<file path="src/rtl/cdi_pkg.sv">
// Shared types, constants and helpers for the colour dictionary indexer.
package cdi_pkg;

    localparam int DEFAULT_ENTRIES = 256;
    localparam int MAX_ENTRIES     = 256;
    localparam int CHAN_W          = 8;
    localparam int KEEP_W          = 6;
    localparam int KEY_W           = 3 * KEEP_W;
    localparam int IDX_W           = 8;
    localparam int COUNT_W         = 9;

    typedef enum logic [1:0] {
        CMD_INDEX  = 2'd0,
        CMD_READ   = 2'd1,
        CMD_CLEAR  = 2'd2,
        CMD_IGNORE = 2'd3
    } t_cmd;

    typedef enum logic {
        ST_IDLE,
        ST_SEARCH
    } t_state;

    // One request walking the chain of cells, picking up match and read data.
    typedef struct packed {
        logic             valid;
        t_cmd             cmd;
        logic [KEY_W-1:0] key;
        logic [IDX_W-1:0] sel;
        logic             hit;
        logic [IDX_W-1:0] hit_idx;
        logic [KEY_W-1:0] color;
    } t_token;

    // Broadcast write of a new colour into one cell.
    typedef struct packed {
        logic             en;
        logic [IDX_W-1:0] addr;
        logic [KEY_W-1:0] key;
    } t_wr;

    function automatic logic [KEY_W-1:0] reduce_key(
        input logic [CHAN_W-1:0] r,
        input logic [CHAN_W-1:0] g,
        input logic [CHAN_W-1:0] b
    );
        reduce_key = {r[CHAN_W-1 -: KEEP_W], g[CHAN_W-1 -: KEEP_W], b[CHAN_W-1 -: KEEP_W]};
    endfunction

    function automatic logic [CHAN_W-1:0] expand_chan(input logic [KEEP_W-1:0] c);
        expand_chan = {c, {(CHAN_W - KEEP_W){1'b0}}};
    endfunction

endpackage

</file>
<file path="src/rtl/cdi_cell.sv">
// One palette entry: holds a colour and updates the request token passing by.
module cdi_cell #(
    parameter int CELL_IDX = 0,
    parameter int CNT_W    = 9
) (
    input  logic               i_clk,
    input  logic               i_rst_n,
    input  cdi_pkg::t_token    i_tok,
    input  logic [CNT_W-1:0]   i_count,
    input  cdi_pkg::t_wr       i_wr,
    output cdi_pkg::t_token    o_tok
);

    logic [cdi_pkg::KEY_W-1:0] r_color;
    cdi_pkg::t_token           r_tok;
    cdi_pkg::t_token           n_tok;
    logic                      w_active;

    // Only entries below the fill count are visible.
    assign w_active = CNT_W'(CELL_IDX) < i_count;

    always_comb begin
        n_tok = i_tok;
        if (i_tok.valid && w_active) begin
            if (i_tok.cmd == cdi_pkg::CMD_INDEX && !i_tok.hit && r_color == i_tok.key) begin
                n_tok.hit     = 1'b1;
                n_tok.hit_idx = cdi_pkg::IDX_W'(CELL_IDX);
            end
            if (i_tok.cmd == cdi_pkg::CMD_READ && i_tok.sel == cdi_pkg::IDX_W'(CELL_IDX)) begin
                n_tok.color = r_color;
            end
        end
    end

    always_ff @(posedge i_clk) begin
        if (!i_rst_n) begin
            r_tok <= '0;
        end else begin
            r_tok <= n_tok;
        end
    end

    always_ff @(posedge i_clk) begin
        if (i_wr.en && i_wr.addr == cdi_pkg::IDX_W'(CELL_IDX)) begin
            r_color <= i_wr.key;
        end
    end

    assign o_tok = r_tok;

endmodule

</file>
<file path="config.mk">
export PLATFORM = sky130hd
export DESIGN_NAME = cdi_cell
export DESIGN_NICKNAME = d
export VERILOG_FILES = /design/src/rtl/cdi_pkg.sv /design/src/rtl/cdi_cell.sv
export SDC_FILE = /design/constraint.sdc
export NUM_CORES = 1
export LEC_CHECK = 0
export BUFFER_PORTS_ARGS = -buffer_cell sky130_fd_sc_hd__buf_4
export CORE_MARGIN = 2
export CORE_UTILIZATION = 40
export DETAILED_ROUTE_END_ITERATION = 7
export PLACE_DENSITY = 0.81
export SYNTH_ARGS = -nofsm -noshare
export SYNTH_HDL_FRONTEND = slang
export SYNTH_SLANG_ARGS = --single-unit
</file>
<file path="constraint.sdc">
create_clock -name i_clk -period 4.3 [get_ports i_clk]
set_clock_uncertainty 0.15 [all_clocks]
set_input_delay 0.215 -clock i_clk [delete_from_list [all_inputs] [get_ports i_clk]]
set_output_delay 0.215 -clock i_clk [all_outputs]
set_load 0.02 [all_outputs]
</file>
* Yosys cells after proc, flatten, opt, wreduce, memory -nomap -nowiden
Cells that the tools add are included.
** Storage, ports and cells
- Register bits :: 74
- Bits of input ports :: 94
- Output and inout bits :: 56
- Word-level logic and storage cells :: 23
** Operators by class
- Order comparisons :: 1
- Equality and inequality tests :: 2
- Mux-type cells :: 3
- Reductions and logical operators :: 9
** Operators by type and width (number)
- two-way mux 27 bit :: 1
- == test 18 bit :: 1
- two-way mux 18 bit :: 1
- zero test 8 bit :: 2
- less-than comparator 1 x 9 -> 1 bit, first input constant :: 1
- two-way mux 9 bit :: 1
- logical AND 1 bit :: 5
- == test 2 x 1 -> 1 bit, second input constant :: 1
- zero test 2 bit :: 1
- zero test 1 bit :: 1

* Logic depth before layout (Yosys ltp)
Gate-level depths: netlist of the first run.
- Word-level depth :: 5
- Mapped depth :: 6
- Depth with buffers taken out :: 4

* Worst setup path after synthesis of the first run
Ideal clock, no wire load.
- Path type :: input -> register
- Start :: input i_wr[20] (netlist name)
- End :: register r_color[0] (netlist name) (enable)
- Library setup time :: 441 ps
- Arrival time :: 2324 ps
- Data required time :: 3709 ps
- Path slack :: 1385 ps
- Cell stages on the path :: 3
- Path buffers :: 0
- Path through :: nor4_1 -> nand3b_1 -> nor4_1
** Between the ends
- Longest elaborated chain between the ends :: 2
** Ends and longest elaborated chain
- from (decl) :: line cdi_cell.sv:10 : input cdi_pkg::t_wr i_wr,
- zero test 8 bit :: line cdi_cell.sv:44 : if (i_wr.en && i_wr.addr == cdi_pkg::IDX_W'(CELL_IDX)) begin
- logical AND 1 bit :: line cdi_cell.sv:44
- to (signal assigned) :: line cdi_cell.sv:45 : r_color <= i_wr.key;
- to (decl) :: line cdi_cell.sv:14 : logic [cdi_pkg::KEY_W-1:0] r_color;
Every way passes these cells.
A chain may end at the register's enable or synchronous reset.

* Worst setup path in the final report of the first run
- Start :: input i_tok[32] (netlist name)
- End :: register r_tok (netlist bit o_tok[1])
** Between the ends
- Longest elaborated chain between the ends :: 4
** Ends and longest elaborated chain
- from (decl) :: line cdi_cell.sv:8 : input cdi_pkg::t_token i_tok,
- zero test 8 bit :: line cdi_cell.sv:29 : if (i_tok.cmd == cdi_pkg::CMD_READ && i_tok.sel == cdi_pkg::IDX_W'(CELL_IDX)) begin
- logical AND 1 bit :: line cdi_cell.sv:29
- two-way mux 18 bit :: line cdi_cell.sv:29
- two-way mux 27 bit :: line cdi_cell.sv:24 : if (i_tok.valid && w_active) begin
- to (signal assigned) :: line cdi_cell.sv:39 : r_tok <= n_tok;
- to (decl) :: line cdi_cell.sv:15 : cdi_pkg::t_token r_tok;
Every way passes these cells.

==> run summary, run 1 <==
The die covers 0.00709 mm^2. Summing all flip-flop and latch instances after layout gives 0.00166 mm^2. Averaged over all synthesized cells, the footprint is 11.4 um^2. Setup violations remaining at the end of the flow were counted as 0. The number of antenna violations at the first check in global routing came out at 0. At the later pin of the worst-skew pair, clock insertion delay measures 330 ps. The worst setup path is captured at a flop. Among all flip-flop cells after synthesis, the most frequent one is sky130_fd_sc_hd__dfxtp_1. In the final design database the tool counted 539 nets. The final cell utilization of the core came out at 73.3%.

The initial utilization of the core area, before any placement, comes to 41.0%. For the global-route wire length before repair, the log shows 12900 um. Number of H-tree levels: 3. The max-slew violation count was 0; the final number of hold-violating endpoints was 0. In the finished design, the share of the clock period the worst path needs comes to 57.1%. For the total clock buffers created by CTS, the log shows 9. Broken down by cell family, the worst path's largest delay share belongs to simple AND/OR/NAND/NOR gates.

In the routed layout, each cell is associated on average with a via count of 4.88. The run gives 0 as the post-route antenna net violation count. During synthesis, Yosys emitted a total of 0 warnings. Global routing used 23.4% of the available tracks.

The number of design rule violations left after detail routing came out at 0. Sorting the synthesized cells by area gives the leading types as sky130_fd_sc_hd__dfxtp_1 (44%), sky130_fd_sc_hd__edfxtp_1 (21%), sky130_fd_sc_hd__and2_1 (7.1%). The ratio of total power to cell area came out at 317 mW/mm^2. Setup repair after global routing left no endpoint under its margin. Routed length per placed instance: 15.5 um. The async set-or-reset flop fraction in the synthesized netlist was 0%. The core region is 0.00628 mm^2. TritonCTS built the clock tree. The number of cells on the worst hold path came out at 3.

The detailed-router iteration count before antenna repair is 4, and the total clock sinks is 74. Global routing used 43.0% of the available met2 tracks. The post-cts resize count was 0; the critical path arrival was 2510 ps.

The share of the synthesized area in the top cell type is 43.6%. The total grt overflow is 0. The number of nets in the synthesized netlist is 320. In the final layout, the share of cells above drive strength 1 is 37.1%. The largest individual stage delay along the critical path comes from the cell sky130_fd_sc_hd__nand4b_1. The area of all placed cells without fillers came out at 0.00460 mm^2. Synthesis inferred 74 register bits.

Counting buffers and inverters, the worst setup path is 6 cells deep. The flow ran to the end, and the final reports show no timing, DRC or antenna violations. Once placement finished, the instance area stood at 0.00375 mm^2. In the final timing run, aggregate negative setup slack is 0 ps. The die is 84.2 um wide. The peak ir drop on the vdd network is 0.186 mV.

The tools report the fraction of the yosys area taken by sequential cells as 64.6%. Ranked by instance count, the synthesized netlist is headed by sky130_fd_sc_hd__dfxtp_1 (56), sky130_fd_sc_hd__and2_1 (29), sky130_fd_sc_hd__a21oi_1 (26). Together, buffers and inverters on the worst path number 2. Synthesis handed over a netlist of 226 instances. The delay of the slowest critical-path stage works out to 710 ps.

The layer flagged by global routing as most heavily used is met2. The path depth of the worst reg2reg path is 4, and the register-to-register setup slack is 2330 ps. For met3 alone, demand over resource in global routing was 4.72%. The floorplan has 29 rows.

After synthesis the cells add up to 0.00257 mm^2. The worst pin sits at a relative slew slack of 43.2%. Initial detailed-routing violation count: 127. The height of the die is 84.2 um, and the final HPWL from detailed placement is 5100 um. Highest achievable clock rate: 407 MHz. Most used standard cell by instance count after synthesis: sky130_fd_sc_hd__dfxtp_1.

The fill cell total of the finished layout was 428; the count of different cell masters after synthesis was 29. For this block, the routed nets add up to 8190 um of wire. In the global route stage, met1 resource usage came out at 25.6%. The synthesized design contains 18 enable-type register cells. The clock-pin slew on the worst setup and hold paths is 70 ps, and the data required time at the worst endpoint is 4350 ps. The multi-input combinational cells in the finished layout cover a total of 860 um^2. The number of antenna diodes in the final layout is 0. Routability-driven placement finished with a final weighted congestion of 0.765. For the number of buffers between clock root and the deepest sink, the log shows 2. At the pin with the least slew margin, the transition time is 845 ps. The number of vias after detailed routing was 2570; the static leakage was 1.97 nW.

Count of input and output buffers: 149. Signed area change from the synthesized netlist to the final layout: 78.9%. Max-cap violations in this run came to 0. The tightest hold path in the finished design has a slack of 25.6 ps. Summed over all instances, the cell type with the most area after synthesis is sky130_fd_sc_hd__dfxtp_1. For the number of global-route vias before repair, the log shows 2710. The smallest clock period supported by the final layout is computed as 2450 ps. The worst setup path is launched from a primary input.

Entering global routing, the biggest net connects 40 pins. In this run the worst path has a maximum fanout of 18. The signal on the critical path passes through dlygate4sd3_1 -> buf_4 -> nor4_1 -> nand4b_1 -> o21ai_0 -> a21oi_1. 150 I/O pins were placed. The tree is rooted in a sky130_fd_sc_hd__clkbuf_8. The tightest min-delay check is of the in2reg type. By startpoint and endpoint, the worst setup path is classified as in2reg.
[registers in the layout (all words and copies together), names as in the netlist]
name,cells
o_tok,56
r_color,18
[layer usage]
layer  part of all wire (%)  up-vias  wire length (um)
li1                       -     1223                 -
met2                     54      138              4420
met1                     37     1186              2990
met3                    6.9       23               562
met5                      0        -                 0
met4                    2.7        0               221
[cells in the final DEF, fill, tap and decap left out]
cell | synthesis | layout
sky130_fd_sc_hd__o31a_1 | 1 | 1
sky130_fd_sc_hd__clkbuf_1 | 6 | 2
sky130_fd_sc_hd__and4b_1 | 1 | 1
sky130_fd_sc_hd__o21ai_1 | 10 | 10
sky130_fd_sc_hd__dlygate4sd3_1 | 0 | 69
sky130_fd_sc_hd__edfxtp_1 | 18 | 18
sky130_fd_sc_hd__nand3b_1 | 1 | 1
sky130_fd_sc_hd__buf_4 | 0 | 150
sky130_fd_sc_hd__clkinv_2 | 0 | 2
sky130_fd_sc_hd__o31ai_4 | 1 | 1
sky130_fd_sc_hd__or3_1 | 1 | 1
sky130_fd_sc_hd__and2_1 | 29 | 29
sky130_fd_sc_hd__nand2_1 | 8 | 8
sky130_fd_sc_hd__nor3_1 | 2 | 2
sky130_fd_sc_hd__or2_2 | 1 | 1
sky130_fd_sc_hd__nor3_2 | 1 | 1
sky130_fd_sc_hd__or4_4 | 1 | 1
sky130_fd_sc_hd__nand3_1 | 19 | 19
sky130_fd_sc_hd__clkbuf_8 | 0 | 10
sky130_fd_sc_hd__a21oi_1 | 26 | 26
sky130_fd_sc_hd__xnor2_1 | 18 | 18
sky130_fd_sc_hd__nor2_1 | 1 | 1
sky130_fd_sc_hd__dfxtp_1 | 56 | 56
sky130_fd_sc_hd__nand4_1 | 4 | 4
sky130_fd_sc_hd__nor4_1 | 4 | 3
sky130_fd_sc_hd__nand4b_1 | 1 | 1
sky130_fd_sc_hd__nor2b_1 | 1 | 1
sky130_fd_sc_hd__nor4_2 | 0 | 1
sky130_fd_sc_hd__clkinv_1 | 1 | 3
sky130_fd_sc_hd__o21ai_0 | 8 | 8
sky130_fd_sc_hd__a22o_1 | 1 | 1
[logic make-up after synthesis]
kind of cell,after synthesis,share of synthesized area [%]
xor+xnor,18,6.13
compound gates,47,10.1
flops,74,64.6
buf+inv,12,2.19
simple gates,75,17.0
[per-stage QoR]
step	cells	setup slack, ps	total power [mW]
4_1_cts	527	1900	1.46
3_5_place_dp	442	1990	0.964
2_1_floorplan	226	1390	0.842
3_3_place_gp	442	2020	0.960
6_report	527	1850	1.46
5_1_grt	527	1660	1.52
[timing repair]
| action | CTS | global route |
|---|---|---|
| hold buffers | 69 | 0 |
| endpoints found under the hold margin | 69 | 0 |
| setup buffers | 0 | 0 |
[where the power goes]
part           total [mW]  switching (mW)  internal [mW]
clock               0.455           0.235          0.220
combinational       0.255           0.106          0.149
sequential          0.748         0.00849          0.740
total                1.46           0.350           1.11
[final cells by class]
| type | instances | share of cell area (%) |
|---|---|---|
| repair buffers | 219 | 39.5 |
| flip-flops and latches | 74 | 36.1 |
| multi-input cells | 140 | 18.7 |
| clock buffers | 12 | 3.15 |
| well taps | 77 | 2.09 |
| clock inverters | 4 | 0.381 |
| inverters | 1 | 0.0816 |
[worst paths after layout]
check             start   endpoint
min reg2reg  r_color[6]   o_tok[6]
max           i_tok[32]   o_tok[1]
max reg2reg  r_color[6]  o_tok[20]
min            i_tok[9]   o_tok[9]
[tightest hold or removal path: stages]
cell and delay (ps):
sky130_fd_sc_hd__buf_4 110, sky130_fd_sc_hd__o21ai_1 70, sky130_fd_sc_hd__a21oi_1 70
Note: power is estimated with default switching activity, not from simulation.
==> run 2: changes to the inputs <==
--- a/config.mk
+++ b/config.mk
@@ -5,11 +5,12 @@
 export SDC_FILE = /design/constraint.sdc
 export NUM_CORES = 1
 export LEC_CHECK = 0
+export ABC_AREA = 1
 export BUFFER_PORTS_ARGS = -buffer_cell sky130_fd_sc_hd__buf_4
 export CORE_MARGIN = 2
 export CORE_UTILIZATION = 40
 export DETAILED_ROUTE_END_ITERATION = 7
-export PLACE_DENSITY = 0.81
+export PLACE_DENSITY = 0.83
 export SYNTH_ARGS = -nofsm -noshare
 export SYNTH_HDL_FRONTEND = slang
 export SYNTH_SLANG_ARGS = --single-unit
==> constraint.sdc (replaced) <==
create_clock -name i_clk -period 2.02 [get_ports i_clk]
set_clock_uncertainty 0.15 [all_clocks]
set_input_delay 0.101 -clock i_clk [delete_from_list [all_inputs] [get_ports i_clk]]
set_output_delay 0.101 -clock i_clk [all_outputs]
set_load 0.02 [all_outputs]
==> run summary, run 2 <==
Total clock sinks: 74 (unchanged). The post-route antenna net violation count is 0 (unchanged). The final period utilization was 85.9%. The share of synthesized cell area in full adder, half adder and majority cells came out at 0% (unchanged). Yosys attributes the largest share of cell area to sky130_fd_sc_hd__dfxtp_1 (41%), sky130_fd_sc_hd__edfxtp_1 (20%), sky130_fd_sc_hd__nand2_1 (15%). The commonest cells after synthesis are sky130_fd_sc_hd__nand2_1 (107), sky130_fd_sc_hd__inv_1 (65), sky130_fd_sc_hd__nor2_1 (57). The detail-routed via count per cell works out to 4.34 (-11%). For the number of design rule violations left after detail routing, the log shows 0 (unchanged). For the count of different cell masters after synthesis, the log shows 19 (-34%). The tools report the startpoint of the worst hold path as i_rst_n. The min-delay analysis places its worst path in the category in2reg.

The most common cell in the synthesized netlist is sky130_fd_sc_hd__nand2_1. The run gives 0 (unchanged) as the final number of hold-violating endpoints. The tools report the register-to-register setup slack as 430 ps (-1900 ps). The synthesized design spends more area on one cell type than any other, namely sky130_fd_sc_hd__dfxtp_1.

The run gives 30 (+3.4%) as the total number of placement rows. The flow ran to the end, and the final reports show no timing, DRC or antenna violations. The worst hold path terminates at o_tok[38]. Fraction of the mapped netlist area in compound gates: 0.182% (-9.9 points). The routed length per placed instance was 13.1 um (-16%). The path depth of the worst reg2reg path is 8 (+4). The die width came out at 87.0 um (+3.4%). The synthesized instance count came out at 334 (+48%). The worst setup path is launched from a primary input. The height of the die is 87.0 um (+3.4%), and the number of H-tree levels is 3 (unchanged). The placed instance count is 555 (+26%), and the data required time at the worst endpoint is 2140 ps (-2210 ps). The number of synthesized register bits came out at 74 (unchanged). Share of layout cells above drive strength 1: 29.7% (-7.4 points). The logs give 1860 ps (-650 ps) for the critical path arrival and 0 (unchanged) for the max-slew violation count. The synthesized-area fraction occupied by and/or/nand/nor cells was 25.1% (+8.1 points); the mean area per synthesized cell was 8.25 um^2 (-27%). Setup repair after global routing left no endpoint under its margin. Walking the worst path, the cells encountered are dlygate4sd3_1 -> buf_4 -> nor2_1 -> nand4_1 -> nor2_2 -> nand3_4 -> nand2_1 -> nand2_1 -> nor2_1. The largest net degree at the start of global routing is 57 (+43%), and the share of the synthesized area in the top cell type is 40.7% (-2.9 points). The largest fanout on the critical path came out at 36 (+18).

The total clock buffers created by CTS was 9 (unchanged); the wire length after detailed routing was 8430 um (+2.8%). Number of cells on the worst hold path: 3 (unchanged). Sequential cell area in the final layout: 0.00166 mm^2 (unchanged). The fill cell total of the finished layout was 501 (+17%).

The primary flip-flop cell chosen by synthesis mapping was sky130_fd_sc_hd__dfxtp_1. The tools report the diode insertion count for antenna repair as 0 (unchanged). TritonCTS built the clock tree. The combinational family with the most area after synthesis is simple AND/OR/NAND/NOR gates. In this run the critical register-to-register path is launched from r_color[6].

The global-route wire length before repair came out at 12800 um (-0.11%). Compared with the post-synthesis result, the final layout area differs by 77.7%. Number of flops mapped to enable cells by yosys: 18 (unchanged). The number of vias after detailed routing came out at 2801 (+9.0%).

The final total power is 3.45 mW (+140%), and the clock-pin slew on the worst setup and hold paths is 80 ps (about the same). The final HPWL from detailed placement is 5280 um (+3.7%). The clock insertion delay at the later pin of the skew report was 340 ps (about the same).

The tools report the start point of the critical path as i_tok[29]. Clock tree synthesis selected as its root buffer the cell sky130_fd_sc_hd__clkbuf_8. The logs give 0 (unchanged) for the number of setup violations in the final report and 428 (+34%) for the net count after synthesis. The final cell utilization of the core was 72.9% (-0.39 points); the static leakage was 2.67 nW (+35%). The tools report the detailed-router iteration count before antenna repair as 4 (unchanged). The peak ir drop on the vdd network is 0.528 mV (+180%). The number of buffers between clock root and the deepest sink is 2 (unchanged), and the mux share of post-synthesis cell area is 0% (unchanged).

The warning count from the yosys run was 0 (unchanged); the async set-or-reset flop fraction in the synthesized netlist was 0% (unchanged). The tools report the cell area after synthesis as 0.00276 mm^2 (+7.2%). The post-cts resize count was 0 (unchanged). The library cell used most frequently in the layout, excluding fill and tap cells, is sky130_fd_sc_hd__buf_4. The number of flip-flops in the largest register was 56 (unchanged). The max-slew headroom at the worst pin came out at 61.1% (+18 points). The summed negative setup slack over all endpoints came out at 0 ps (unchanged). The final weighted congestion of routability-driven global placement was 0.754 (-1.4%).

The number of nets in the finished design is 654 (+21%), and the initial detailed-routing violation count is 82 (-35%). The run gives 0.00757 mm^2 (+6.8%) as the area of the die. The worst setup path is captured at a flop. The logs give 0 (unchanged) for the count of maximum capacitance violations and 0 (unchanged) for the number of antenna violations at the first check in global routing.

The total area of multi-input combinational cells was 792 um^2 (-7.9%). The setup path with the least slack is of type in2reg. The total grt overflow is 0 (unchanged), and the all-layer global routing usage is 22.3% (-1.2 points). The delay of the slowest critical-path stage is 550 ps (-160 ps), and the highest achievable clock rate is 576 MHz. The run gives 0.00672 mm^2 (+7.0%) as the total core area. The minimum clock period was 1740 ps; the worst hold slack across all endpoints was 102 ps (+76.4 ps).

The library cells used most frequently in the layout, excluding fill and tap cells, are sky130_fd_sc_hd__buf_4 (150), sky130_fd_sc_hd__nand2_1 (107), sky130_fd_sc_hd__dlygate4sd3_1 (74). The slowest stage of the critical path is the sky130_fd_sc_hd__dlygate4sd3_1 cell. The ratio of total power to cell area came out at 704 mW/mm^2 (+120%). Fraction of the yosys area taken by sequential cells: 60.3% (-4.3 points). The count of input and output buffers was 149 (unchanged); the starting density of the core was 41.0% (+0.063 points).

The end of the worst register-to-register path was o_tok[19]. The xor/xnor cell area share of the yosys netlist works out to 3.50% (-2.6 points). The actual transition at the worst max-transition pin came out at 583 ps (-262 ps). The number of global-route vias before repair was 2937 (+8.4%); the count of placed standard cells in the final layout, fillers left out was 645 (+22%).

The boundary pin count is 150 (unchanged).
-- run 2: changes by cell type in the layout (fill, tap and decap cells not counted), moves of 8 or more --
cell	delta
sky130_fd_sc_hd__nand3_1	-18
sky130_fd_sc_hd__a21oi_1	-25
sky130_fd_sc_hd__o21ai_1	-10
sky130_fd_sc_hd__and2_1	-29
sky130_fd_sc_hd__inv_1	+65
sky130_fd_sc_hd__o21ai_0	-8
sky130_fd_sc_hd__nand2_1	+99
sky130_fd_sc_hd__nor2_1	+56
-- run 2: timing repair --
action | CTS | global route
hold buffers | 74 | 0
setup buffers | 0 | 0
hold endpoints to repair | 74 | 0
-- run 2: power by group --
group	leakage, nW	switching (mW)	internal [mW]	total, mW
Sequential	0.629	0.0181	1.57	1.59
Clock	0.116	0.540	0.754	1.29
Combinational	1.92	0.240	0.320	0.560
Total	2.67	0.798	2.65	3.45
-- run 2: critical path, delay by kind of cell --
kind,cells,cell delay [ps]
buf+inv,2,700
simple gates,7,1030
-- run 2: layout make-up --
cell class | count | share of cell area [%]
Clock inverter | 3 | 0.868
Sequential cell | 74 | 33.9
Timing Repair Buffer | 224 | 38.1
Clock buffer | 13 | 3.91
Multi-Input combinational cell | 186 | 16.2
Inverter | 65 | 4.98
Tap cell | 80 | 2.04
-- run 2: worst max path at each step --
stage | slack [ps] | end | cells after the start
2_1_floorplan | 610 | r_color[0] | 2
6_report | 280 | o_tok[1] | 9
3_5_place_dp | 390 | o_tok[19] | 8
5_1_grt | 100 | o_tok[8] | 9
3_3_place_gp | 400 | o_tok[19] | 8
4_1_cts | 320 | o_tok[10] | 9
-- run 2: per-stage QoR --
| step | area [um^2] | worst slack [ps] |
|---|---|---|
| floorplan | 2760 | 612 |
| global placement | 3920 | 404 |
| detailed placement | 3920 | 386 |
| CTS | 4900 | 321 |
| global route | 4900 | 103 |
| finish | 4900 | 284 |
-- run 2: routing by layer --
layer  vias to the layer above  wire length, um  global-route usage, %
met4                         0              176                   8.38
met2                       119             4590                   43.4
li1                       1416                -                      -
met5                         -                0                      0
met3                        17              597                   6.73
met1                      1249             3060                   21.6
-- run 2: cell families after synthesis --
logic type      after synthesis
xor+xnor                     11
flops                        74
simple gates                174
compound gates                1
buf+inv                      74
