<file path="config.mk">
export PLATFORM = sky130hd
export DESIGN_NAME = cdi_ctrl
export DESIGN_NICKNAME = d
export VERILOG_FILES = /design/src/rtl/cdi_pkg.sv /design/src/rtl/cdi_ctrl.sv
export SDC_FILE = /design/constraint.sdc
export NUM_CORES = 1
export LEC_CHECK = 0
export BUFFER_PORTS_ARGS = -buffer_cell sky130_fd_sc_hd__buf_2
export CORE_AREA = 2 2 88 90
export CTS_BUF_LIST = sky130_fd_sc_hd__clkbuf_16
export DETAILED_ROUTE_END_ITERATION = 16
export DIE_AREA = 0 0 90 92
export GPL_TIMING_DRIVEN = 0
export PLACE_DENSITY = 0.82
export SLEW_MARGIN = 5
export SYNTH_ARGS = -nofsm -noshare
export SYNTH_HDL_FRONTEND = slang
export SYNTH_SLANG_ARGS = --single-unit
export TNS_END_PERCENT = 30
</file>
<file path="constraint.sdc">
create_clock -name i_clk -period 4.1 [get_ports i_clk]
set_input_delay 1.23 -clock i_clk [delete_from_list [all_inputs] [get_ports i_clk]]
set_output_delay 1.23 -clock i_clk [all_outputs]
set_load 0.05 [all_outputs]
</file>
<file path="src/rtl/cdi_pkg.sv">
// Shared types, constants and helpers for the colour dictionary indexer.
package cdi_pkg;

    localparam int DEFAULT_ENTRIES = 256;
    localparam int MAX_ENTRIES     = 256;
    localparam int CHAN_W          = 8;
    localparam int KEEP_W          = 6;
    localparam int KEY_W           = 3 * KEEP_W;
    localparam int IDX_W           = 8;
    localparam int COUNT_W         = 9;

    typedef enum logic [1:0] {
        CMD_INDEX  = 2'd0,
        CMD_READ   = 2'd1,
        CMD_CLEAR  = 2'd2,
        CMD_IGNORE = 2'd3
    } t_cmd;

    typedef enum logic {
        ST_IDLE,
        ST_SEARCH
    } t_state;

    // One request walking the chain of cells, picking up match and read data.
    typedef struct packed {
        logic             valid;
        t_cmd             cmd;
        logic [KEY_W-1:0] key;
        logic [IDX_W-1:0] sel;
        logic             hit;
        logic [IDX_W-1:0] hit_idx;
        logic [KEY_W-1:0] color;
    } t_token;

    // Broadcast write of a new colour into one cell.
    typedef struct packed {
        logic             en;
        logic [IDX_W-1:0] addr;
        logic [KEY_W-1:0] key;
    } t_wr;

    function automatic logic [KEY_W-1:0] reduce_key(
        input logic [CHAN_W-1:0] r,
        input logic [CHAN_W-1:0] g,
        input logic [CHAN_W-1:0] b
    );
        reduce_key = {r[CHAN_W-1 -: KEEP_W], g[CHAN_W-1 -: KEEP_W], b[CHAN_W-1 -: KEEP_W]};
    endfunction

    function automatic logic [CHAN_W-1:0] expand_chan(input logic [KEEP_W-1:0] c);
        expand_chan = {c, {(CHAN_W - KEEP_W){1'b0}}};
    endfunction

endpackage

</file>
<file path="src/rtl/cdi_ctrl.sv">
// Sequencer: launches a request into the chain, resolves it at the tail, keeps the count.
module cdi_ctrl #(
    parameter int TABLE_ENTRIES = cdi_pkg::DEFAULT_ENTRIES,
    parameter int CNT_W         = $clog2(TABLE_ENTRIES + 1)
) (
    input  logic                        i_clk,
    input  logic                        i_rst_n,
    input  logic                        start,
    output logic                        busy,
    input  logic [1:0]                  i_command,
    input  logic [cdi_pkg::CHAN_W-1:0]  i_red_in,
    input  logic [cdi_pkg::CHAN_W-1:0]  i_green_in,
    input  logic [cdi_pkg::CHAN_W-1:0]  i_blue_in,
    input  logic [cdi_pkg::IDX_W-1:0]   i_entry_select,
    output cdi_pkg::t_token             o_head,
    input  cdi_pkg::t_token             i_tail,
    output cdi_pkg::t_wr                o_wr,
    output logic [CNT_W-1:0]            o_count,
    output logic                        o_strobe,
    output logic [cdi_pkg::IDX_W-1:0]   o_color_index,
    output logic                        o_is_new,
    output logic                        o_overflow,
    output logic [cdi_pkg::CHAN_W-1:0]  o_pal_red,
    output logic [cdi_pkg::CHAN_W-1:0]  o_pal_green,
    output logic [cdi_pkg::CHAN_W-1:0]  o_pal_blue,
    output logic [cdi_pkg::COUNT_W-1:0] o_color_count
);

    localparam int KW = cdi_pkg::KEEP_W;

    cdi_pkg::t_state             r_state, n_state;
    logic [CNT_W-1:0]            r_count, n_count;
    logic                        r_strobe;
    logic [cdi_pkg::IDX_W-1:0]   r_idx, n_idx;
    logic                        r_new, n_new;
    logic                        r_ovf, n_ovf;
    logic [cdi_pkg::KEY_W-1:0]   r_pal, n_pal;
    logic                        w_accept;
    logic                        w_done;
    logic                        w_room;

    assign w_accept = start && !busy;
    assign w_done   = (r_state == cdi_pkg::ST_SEARCH) && i_tail.valid;
    assign w_room   = r_count < CNT_W'(TABLE_ENTRIES);

    // Next state.
    always_comb begin
        n_state = r_state;
        unique case (r_state)
            cdi_pkg::ST_IDLE: begin
                if (start) n_state = cdi_pkg::ST_SEARCH;
            end
            cdi_pkg::ST_SEARCH: begin
                if (i_tail.valid) n_state = cdi_pkg::ST_IDLE;
            end
            default: n_state = cdi_pkg::ST_IDLE;
        endcase
    end

    // State outputs.
    always_comb begin
        unique case (r_state)
            cdi_pkg::ST_IDLE:   busy = 1'b0;
            cdi_pkg::ST_SEARCH: busy = 1'b1;
            default:            busy = 1'b1;
        endcase
    end

    always_comb begin
        o_head         = '0;
        o_head.valid   = w_accept;
        o_head.cmd     = cdi_pkg::t_cmd'(i_command);
        o_head.key     = cdi_pkg::reduce_key(i_red_in, i_green_in, i_blue_in);
        o_head.sel     = i_entry_select;
    end

    // Resolve the beat once the token leaves the last cell.
    always_comb begin
        n_count = r_count;
        n_idx   = '0;
        n_new   = 1'b0;
        n_ovf   = 1'b0;
        n_pal   = '0;
        o_wr    = '0;
        o_wr.addr = cdi_pkg::IDX_W'(r_count);
        o_wr.key  = i_tail.key;
        if (w_done) begin
            case (i_tail.cmd)
                cdi_pkg::CMD_INDEX: begin
                    if (i_tail.hit) begin
                        n_idx = i_tail.hit_idx;
                    end else if (w_room) begin
                        n_idx   = cdi_pkg::IDX_W'(r_count);
                        n_new   = 1'b1;
                        o_wr.en = 1'b1;
                        n_count = r_count + CNT_W'(1);
                    end else begin
                        n_ovf = 1'b1;
                    end
                end
                cdi_pkg::CMD_READ: begin
                    n_idx = i_tail.sel;
                    n_pal = i_tail.color;
                end
                cdi_pkg::CMD_CLEAR: begin
                    n_count = '0;
                end
                default: begin
                end
            endcase
        end
    end

    always_ff @(posedge i_clk) begin
        if (!i_rst_n) begin
            r_state  <= cdi_pkg::ST_IDLE;
            r_count  <= '0;
            r_strobe <= 1'b0;
        end else begin
            r_state  <= n_state;
            r_count  <= n_count;
            r_strobe <= w_done;
        end
    end

    always_ff @(posedge i_clk) begin
        if (w_done) begin
            r_idx <= n_idx;
            r_new <= n_new;
            r_ovf <= n_ovf;
            r_pal <= n_pal;
        end
    end

    assign o_count       = r_count;
    assign o_strobe      = r_strobe;
    assign o_color_index = r_idx;
    assign o_is_new      = r_new;
    assign o_overflow    = r_ovf;
    assign o_pal_red     = cdi_pkg::expand_chan(r_pal[3*KW-1 -: KW]);
    assign o_pal_green   = cdi_pkg::expand_chan(r_pal[2*KW-1 -: KW]);
    assign o_pal_blue    = cdi_pkg::expand_chan(r_pal[KW-1:0]);
    assign o_color_count = cdi_pkg::COUNT_W'(r_count);

endmodule

</file>
After elaboration in Yosys (flattened, before gate mapping)
Index checks and enable logic that the tools add are counted.
Cells by class
  $lt $le $gt $ge: 1
  equal/unequal tests: 4
  bitwise gates (word level): 2
  reduce and logical (&&, ||, !) cells: 7
  $add $sub $neg: 1
  mux-type cells: 15
Operator list (count)
  9-bit two-way mux: 2
  9-bit case mux with 2 select lines: 1
  8-bit two-way mux: 2
  8-bit case mux with 2 select lines: 1
  9-bit by 1-bit adder with 9-bit output (second input constant): 1
  9-bit less-than comparator (second input constant): 1
  1-bit two-way mux: 7
  2-bit inequality test (second input constant): 2
  1-bit case mux with 2 select lines: 2
  4-bit AND reduction: 1
  2-bit by 1-bit == test with 1-bit output (second input constant): 1
  2-bit == test (second input constant): 1
  1-bit logical AND: 2
  2-bit zero test: 1
  1-bit inverter: 2
  2-bit nonzero test: 1
  2-bit OR reduction: 1
  1-bit zero test: 1
Storage, ports and cells
  register bits: 39
  logic and storage cells: 37
  output and inout bits: 137

Longest topological paths before layout
Gate-level depths: netlist of the first run.
  word-level depth: 5
  depth in mapped cells: 6

Worst setup path before layout of the first run
Ideal clock, no wire load.
  path kind: input port to output port
  start point: input port i_tail[55] (netlist bit)
  end point: output port o_wr[26] (netlist bit)
  path slack: 512 ps
  arrival time: 2358 ps
  stages: 2
  data required time: 2870 ps
  cells stage by stage: and2_1 -> and2_4
RTL lines
  start, declared: RTL line cdi_ctrl.sv:16  | input cdi_pkg::t_token i_tail,
  end, declared: RTL line cdi_ctrl.sv:17  | output cdi_pkg::t_wr o_wr,

==> flow_summary.yaml, run 1 <==
status:
  status: "completed"
synthesis:
  synth_top_area_share_pct: 35.00
  yosysTopAreaCell: "edfxtp_1"
  syn_area_sq_mm: 0.002402
  avgSynthCellArea_sq_um: 10.31
  synthTopCellsByArea: "edfxtp_1, buf_4, dfxtp_1"
  synthCells: 233
  yosysWarningCount: 0
  ys_ff_latch: 39
  synth-seq-area-share_pct: 44.17
  synthDistinctLibCells: 33
clock_tree:
  postCtsSetupBuffers: 0
  cts_buffers: 5
  cts_resized: 1
  htreeDepth: 2
  cts_buffer_depth: 2
  cts_root_buf: "clkbuf_16"
  cts_tree: "yes"
  cts_hold_buf: 0
  insertion_delay_ns: 0.28
  clock_sink_count: 39
  clkSlewWorstSetupHoldPaths_ns: 0.06
grt:
  grt_pass1_vias: 1870
  grt_usage_pct: 13.69
  grt_overflow_total: 0
  grt_max_degree: 31
  grt_pass1_wl_um: 9025
  antenna_found_initial: 0
worst_hold_path:
  min-delay-start: "r_state"
  holdPathEnd: "o_strobe"
  hold_class: "reg2reg"
  min_path_cells: 1
floorplanning:
  start_util_pct: 32.26
  die_h_um: 92
  dieWidth_um: 90
  ios: 230
  rows: 32
  die-area_sq_mm: 0.008280
  core_sq_mm: 0.007447
routing:
  ant_nets: 0
  drtPass1Iterations: 4
  drc: 0
  vias: 2057
  drtIter0Drc: 73
  drt_wl_total_um: 5966
  via_per_inst: 3.979
  wl_per_cell_um: 11.54
critical_path:
  regToRegSetupSlack_ns: 2.43
  endpoint_kind: "output port"
  cp_data_required_time_ns: 2.87
  cp_max_fo: 9
  r2r-end: "o_color_count[8]"
  rr_worst_depth: 4
  cp_data_arrival_time_ns: 2.50
  criticalPathCategory: "in2out"
  regToRegStartpoint: "r_state"
  start_kind: "input pin"
sta:
  whs_ns: 0.5467
  maxSlewViolCount: 0
  fmax_mhz: 268.1
  slew_headroom_pct: 54.68
  period_share_pct: 90.97
  post-route-min-period_ns: 3.730
  finalSetupTns_ns: 0
  setup_violations: 0
  fin_worst_skew_ns: 0.007092
  tightest_slew_ns: 0.6798
  hold_viol: 0
  rsz0062_at_grt: "false"
flow_run:
  drv_cap: 0
placement:
  port_buffers: 142
  hpwl_um: 4937
  place_congestion: 0.8032
  placed_cell_area_sq_mm: 0.003361
finish:
  insertedDiodeCount: 0
  num-fill-cells: 692
  nets: 508
  layout_commonest_cell: "buf_2"
  synthToLayoutAreaGrowth_pct: 47.08
  stdcell_area_sq_mm: 0.003533
  drive_above_1_share_pct: 62.41
  layout_common_cells: "buf_2, buf_4, conb_1, edfxtp_1"
pwr:
  peakVddDrop_mv: 0.1955
  powerDensity_mw_per_mm2: 344.8
  power_leakage_nw: 1.910
==> worst max-delay path by stage <==
| stage | startpoint | end | slack [ns] | cells past startpoint |
|---|---|---|---|---|
| CTS | i_tail[26] | o_wr[26] | 0.39 | 4 |
| global route | i_tail[55] | o_wr[26] | 0.31 | 4 |
| floorplan | i_tail[55] | o_wr[26] | 0.51 | 2 |
| global placement | i_tail[55] | o_wr[26] | -0.02 | 4 |
| finish | i_tail[26] | o_wr[26] | 0.37 | 4 |
| detailed placement | i_tail[55] | o_wr[26] | -0.07 | 4 |
==> metrics by stage <==
stage / utilization, % / setup slack (ns) / instances / power (mW)
global route: 47.45 / 0.3059 / 517 / 1.261
global placement: 45.13 / -0.01620 / 509 / 0.7873
CTS: 47.45 / 0.3923 / 517 / 1.229
floorplan: - / 0.5120 / 265 / 0.7300
finish: 47.45 / 0.3703 / 517 / 1.218
detailed placement: 45.13 / -0.06735 / 509 / 0.7891
==> registers in the layout, summed over array words and instances, names as in the netlist <==
register,cells
r_pal,18
r_state,1
o_overflow,1
o_strobe,1
o_is_new,1
o_color_count,9
o_color_index,8
==> synth_stat cells, drive strengths merged <==
library cell / number
ha: 1
and2: 21
nor3b: 1
o21bai: 1
a22oi: 7
o21ba: 1
and4: 2
a21oi: 2
o211a: 1
and3: 4
buf: 100
conb: 1
nor4: 1
nand3b: 1
or3b: 1
dfxtp: 11
xor2: 6
nand3: 4
and3b: 1
nand4: 3
clkbuf: 2
nor4b: 1
nor2: 8
nor2b: 3
o21a: 1
edfxtp: 28
nand2: 19
o21ai: 1
==> critical path, cell delays in order <==
cell and delay, ns:
buf_2 0.14, nor4_4 0.58, and2_4 0.28, buf_2 0.27
==> cell families (layout without fill, tap and decap cells) <==
family          after synthesis  in the layout  synth area share [%]
other cells                   1             33                0.1561
buf+inv                     102            252                 31.56
fa+ha+maj                     1              1                0.5208
xor+xnor                      6              6                 2.187
simple gates                 70             70                 16.98
compound gates               14             14                 4.427
flops                        39             39                 44.17
==> final cells by class <==
cell class              count  area [sq um]  area share, %
multi-input cells         124         704.4          19.94
flip-flops and latches     39          1061          30.03
plain buffers             102         758.2          21.46
clock inverters             3         46.29          1.310
well taps                 102         127.6          3.612
clock buffers               5         125.1          3.541
repair buffers            142         710.7          20.11
==> report_power, final <==
group | switching, mW | internal, mW | total (mW)
sequential | 0.00323 | 0.435 | 0.438
combinational | 0.245 | 0.0982 | 0.343
clock | 0.148 | 0.289 | 0.437
==> routing by layer <==
layer	global-route usage, %	wire length (um)
met1	15.30	2128
met2	25.13	3119
met3	3.780	649
met4	4.487	68
met5	0	0
(Power assumes the default switching activity.)
==> run 2: changes to the inputs <==
CORE_AREA = 4 4 88 90   (was 2 2 88 90)
DIE_AREA = 0 0 92 94   (was 0 0 90 92)
PLACE_DENSITY = 0.85   (was 0.82)
==> run 2 against run 1 <==
Effect of this change: sequential power about the same; wire length is 8.4% higher; combinational power is essentially flat; design area shrank 0.18%; count of clock-buffer cells in the layout unchanged; maximum frequency up 0.54%; global-route usage increased by 0.54 points; non-clock buffer count is the same; via count rose by 0.78%; worst setup slack improved by 0.020 ns; critical path type unchanged; clock skew is 0.0052 ns lower; first-iteration DRC count fell by 18%.
==> flow_summary.yaml, run 2 (same netlist as run 1, synthesis figures left out) <==
status:
  status: "completed"
clock_tree:
  insertion_delay_ns: 0.28
  cts_buffer_depth: 2
  cts_tree: "yes"
  postCtsSetupBuffers: 0
  cts_buffers: 5
  clock_sink_count: 39
  htreeDepth: 2
  cts_root_buf: "clkbuf_16"
  clkSlewWorstSetupHoldPaths_ns: 0.06
sta:
  fin_worst_skew_ns: 0.001901
  period_share_pct: 90.48
  fmax_mhz: 269.6
  setup_violations: 0
  hold_viol: 0
  rsz0062_at_grt: "false"
  finalSetupTns_ns: 0
  maxSlewViolCount: 0
  post-route-min-period_ns: 3.710
  tightest_slew_ns: 0.7014
  fin_ws_ns: 0.3902
  slew_headroom_pct: 53.24
grt:
  grt_usage_pct: 14.23
  antenna_found_initial: 0
  grt_pass1_vias: 2068
  grt_max_degree: 31
  grt_overflow_total: 0
  grt_pass1_wl_um: 9860
critical_path:
  endpoint_kind: "output port"
  crit_chain: "buf_2, and2_2, and2_4, buf_2"
  start_kind: "input pin"
  rr_worst_depth: 4
  cp_data_arrival_time_ns: 2.48
  regToRegSetupSlack_ns: 2.39
  cp_max_fo: 30
  worst_path_max_delay_cell: "and2_2"
  regToRegStartpoint: "r_state"
  cp_data_required_time_ns: 2.87
  critical_path.top_delay_family: "simple AND/OR/NAND/NOR gates"
  r2r-end: "o_color_count[8]"
  criticalPathCategory: "in2out"
  crit_buf_inv: 2
  cpMostUsedCell: "buf_2"
  slowest_delay_ns: 0.60
pwr:
  seqPwrFrac_pct: 35.8
  p_clk_share_pct: 36.1
  p_comb_share_pct: 28.1
  switching_power_mw: 0.4050
  power.total_mw: 1.225
  switching_share_pct: 33.06
  p_int_mw: 0.8202
  power_leakage_nw: 1.913
  peakVddDrop_mv: 0.1417
  powerDensity_mw_per_mm2: 347.4
worst_hold_path:
  min-delay-start: "r_state"
  hold_class: "reg2reg"
  min_path_cells: 1
  holdPathEnd: "o_strobe"
finish:
  regMostFlops: "r_pal"
  stdcell_area_sq_mm: 0.003527
  synthToLayoutAreaGrowth_pct: 46.82
  num-fill-cells: 646
  insertedDiodeCount: 0
  nets: 508
  layout_commonest_cell: "buf_2"
  largest_register_ff_count: 18
  drive_above_1_share_pct: 62.41
  fin_util_pct: 49.96
  layout_common_cells: "buf_2, buf_4, conb_1, edfxtp_1"
floorplanning:
  ios: 230
  die_h_um: 94
  rows: 31
  core_sq_mm: 0.007059
  start_util_pct: 34.03
  die-area_sq_mm: 0.008648
  dieWidth_um: 92
routing:
  drtPass1Iterations: 4
  drtIter0Drc: 60
  wl_per_cell_um: 12.58
  drt_wl_total_um: 6465
  drc: 0
  via_per_inst: 4.033
  vias: 2073
  ant_nets: 0
placement:
  placed_cell_area_sq_mm: 0.003357
  place_congestion: 0.7346
  hpwl_um: 5420
  place_ws_ns: -0.07957
  port_buffers: 142
flow_run:
  drv_cap: 0
run 2: how the worst max path moves through the flow:
stage / startpoint / endpoint / cells after the start
final: i_tail[55] / o_wr[26] / 4
after CTS: i_tail[55] / o_wr[26] / 4
after global routing: i_tail[55] / o_wr[26] / 4
after detailed placement: i_tail[55] / o_wr[26] / 4
after floorplan: i_tail[55] / o_wr[26] / 2
after global placement: i_tail[55] / o_wr[26] / 4
run 2: repair_timing:
item / CTS / global route
endpoints found under the setup margin: 1 / 0
hold buffers: 0 / 0
resized for setup: 1 / 0
run 2: final cells by class:
class                           count  area (sq um)  area share (%)
Sequential cell                    39          1061           30.08
Tap cell                           99         123.9           3.512
Multi-Input combinational cell    124         704.4           19.97
Timing Repair Buffer              142         710.7           20.15
Buffer                            102         758.2           21.50
Clock inverter                      3         43.79           1.242
Clock buffer                        5         125.1           3.547
run 2: through the flow:
step / hold slack [ns] / std cells
after floorplan: 0.7435 / 265
after global placement: 0.5522 / 506
after detailed placement: 0.5598 / 506
after CTS: 0.5679 / 514
after global routing: 0.6063 / 514
final: 0.5711 / 514
run 2: metal layers:
layer | vias up | wire length [um] | global-route usage, %
li1 | 1004 | - | -
met1 | 909 | 2305 | 14.86
met3 | 12 | 632 | 3.606
met4 | 0 | 149 | 5.941
met5 | - | 0 | 0
met2 | 148 | 3378 | 26.95
run 2: power by group through the flow:
stage,logic [mW],registers [mW],clock network (mW)
final,0.344,0.439,0.442
after global routing,0.361,0.440,0.460
after CTS,0.345,0.439,0.445
after detailed placement,0.344,0.447,0
after global placement,0.341,0.447,0
after floorplan,0.243,0.487,0
==> run 3: changes to the inputs <==
CORE_AREA = not set   (was 4 4 88 90)
CORE_MARGIN = 10   (was not set)
CORE_UTILIZATION = 40   (was not set)
DIE_AREA = not set   (was 0 0 92 94)
GPL_TIMING_DRIVEN = not set   (was 0)
PLACE_DENSITY = 0.95   (was 0.85)
==> run 3 against run 2 <==
Effect of this change: largest power group is now registers; wire length increased by 2.8%; design area fell by 28%; critical path type unchanged; maximum frequency grew 6.7%; critical endpoint unchanged.
==> flow_summary.yaml, run 3 (same netlist as run 1, synthesis figures left out) <==
status:
  status: "completed"
placement:
  hpwl_um: 5525
  place_ws_ns: 0.6221
  place_congestion: 0.8120
  placed_cell_area_sq_mm: 0.002371
  port_buffers: 98
clock_tree:
  cts_root_buf: "clkbuf_16"
  clock_sink_count: 39
  cts_resized: 0
  cts_hold_buf: 0
  cts_tree: "yes"
  clkSlewWorstSetupHoldPaths_ns: 0.05
  insertion_delay_ns: 0.27
  htreeDepth: 2
  cts_buffer_depth: 2
  cts_buffers: 5
  postCtsSetupBuffers: 0
finish:
  insertedDiodeCount: 0
  largest_register_ff_count: 18
  layout_commonest_cell: "buf_2"
  layout_common_cells: "buf_2, conb_1, edfxtp_1, and2_1, nand2_1"
  stdcell_area_sq_mm: 0.002535
  synthToLayoutAreaGrowth_pct: 5.521
  drive_above_1_share_pct: 42.28
  nets: 365
  fin_util_pct: 43.07
  regMostFlops: "r_pal"
grt:
  grt_pass1_wl_um: 9666
  grt_usage_pct: 12.84
  grt_overflow_total: 0
  grt_max_degree: 30
  grt_pass1_vias: 1637
  antenna_found_initial: 0
pwr:
  seqPwrFrac_pct: 42.3
  powerDensity_mw_per_mm2: 409.8
  power_leakage_nw: 1.233
  p_comb_share_pct: 17.0
  switching_share_pct: 27.67
  switching_power_mw: 0.2875
  p_int_mw: 0.7514
  peakVddDrop_mv: 0.2214
  p_clk_share_pct: 40.8
critical_path:
  rr_worst_depth: 5
  endpoint_kind: "output port"
  regToRegSetupSlack_ns: 2.58
  regToRegStartpoint: "r_state"
  cp_data_required_time_ns: 2.87
  cp_data_arrival_time_ns: 2.25
  cp_max_fo: 6
  start_kind: "input pin"
  r2r-end: "o_color_count[8]"
  criticalPathCategory: "in2out"
floorplanning:
  core_sq_mm: 0.005886
  ios: 230
  rows: 28
  die_h_um: 97.50
  die-area_sq_mm: 0.009505
  start_util_pct: 40.82
  dieWidth_um: 97.50
sta:
  whs_ns: 0.5607
  hold_viol: 0
  fin_ws_ns: 0.6216
  tightest_slew_ns: 0.5398
  rsz0062_at_grt: "false"
  period_share_pct: 84.84
  post-route-min-period_ns: 3.478
  fin_worst_skew_ns: 0.002816
  setup_violations: 0
  fmax_mhz: 287.5
  maxSlewViolCount: 0
  slew_headroom_pct: 63.86
  finalSetupTns_ns: 0
routing:
  via_per_inst: 4.545
  ant_nets: 0
  wl_per_cell_um: 19.16
  vias: 1577
  drtPass1Iterations: 4
  drt_wl_total_um: 6649
  drtIter0Drc: 120
  drc: 0
worst_hold_path:
  min-delay-start: "r_state"
  hold_class: "reg2reg"
  min_path_cells: 1
  holdPathEnd: "o_strobe"
flow_run:
  drv_cap: 0
run 3: cell types whose count changed in the layout (fill, tap and decap cells not counted), sizes merged:
cell    before  now
buf        242  101
clkbuf       7    5
run 3: cell type report:
cell class	instances	area (sq um)
sequential	39	1061
fill	545	3351
tap	75	93.84
timing repair buffer	101	513.0
clock inverter	3	38.79
clock buffer	5	125.1
multi-input combinational	124	703.2
run 3: metal layers:
| layer | vias to the layer above | track usage [%] | routed length, um |
|---|---|---|---|
| met3 | 29 | 8.606 | 984 |
| met4 | 0 | 9.172 | 332 |
| met1 | 700 | 11.61 | 2250 |
| met5 | - | 0 | 0 |
| li1 | 722 | - | - |
| met2 | 126 | 20.24 | 3082 |
run 3: worst max path at each step:
stage | startpoint | to | depth (start not counted) | slack (ns)
finish | i_tail[26] | o_wr[26] | 4 | 0.62
global route | i_tail[26] | o_wr[26] | 4 | 0.57
CTS | i_tail[26] | o_wr[26] | 4 | 0.61
detailed placement | i_tail[26] | o_wr[26] | 4 | 0.62
global placement | i_tail[26] | o_wr[26] | 4 | 0.64
floorplan | i_tail[55] | o_wr[26] | 2 | 0.51
run 3: worst max-delay path, stage by stage:
cell and delay (ns):
buf_2 0.14, nor4_4 0.38, and2_4 0.23, buf_2 0.27
run 3: metrics by stage:
stage	cells	power (mW)
2_1_floorplan	265	0.7300
3_3_place_gp	339	0.6191
3_5_place_dp	339	0.6221
4_1_cts	347	1.047
5_1_grt	347	1.078
6_report	347	1.039
run 3: power groups by stage:
| stage | clock network (mW) | registers (mW) | logic, mW |
|---|---|---|---|
| final | 0.424 | 0.439 | 0.176 |
| after global routing | 0.454 | 0.440 | 0.185 |
| after CTS | 0.433 | 0.439 | 0.175 |
| after detailed placement | 0 | 0.447 | 0.175 |
| after global placement | 0 | 0.447 | 0.173 |
| after floorplan | 0 | 0.487 | 0.243 |
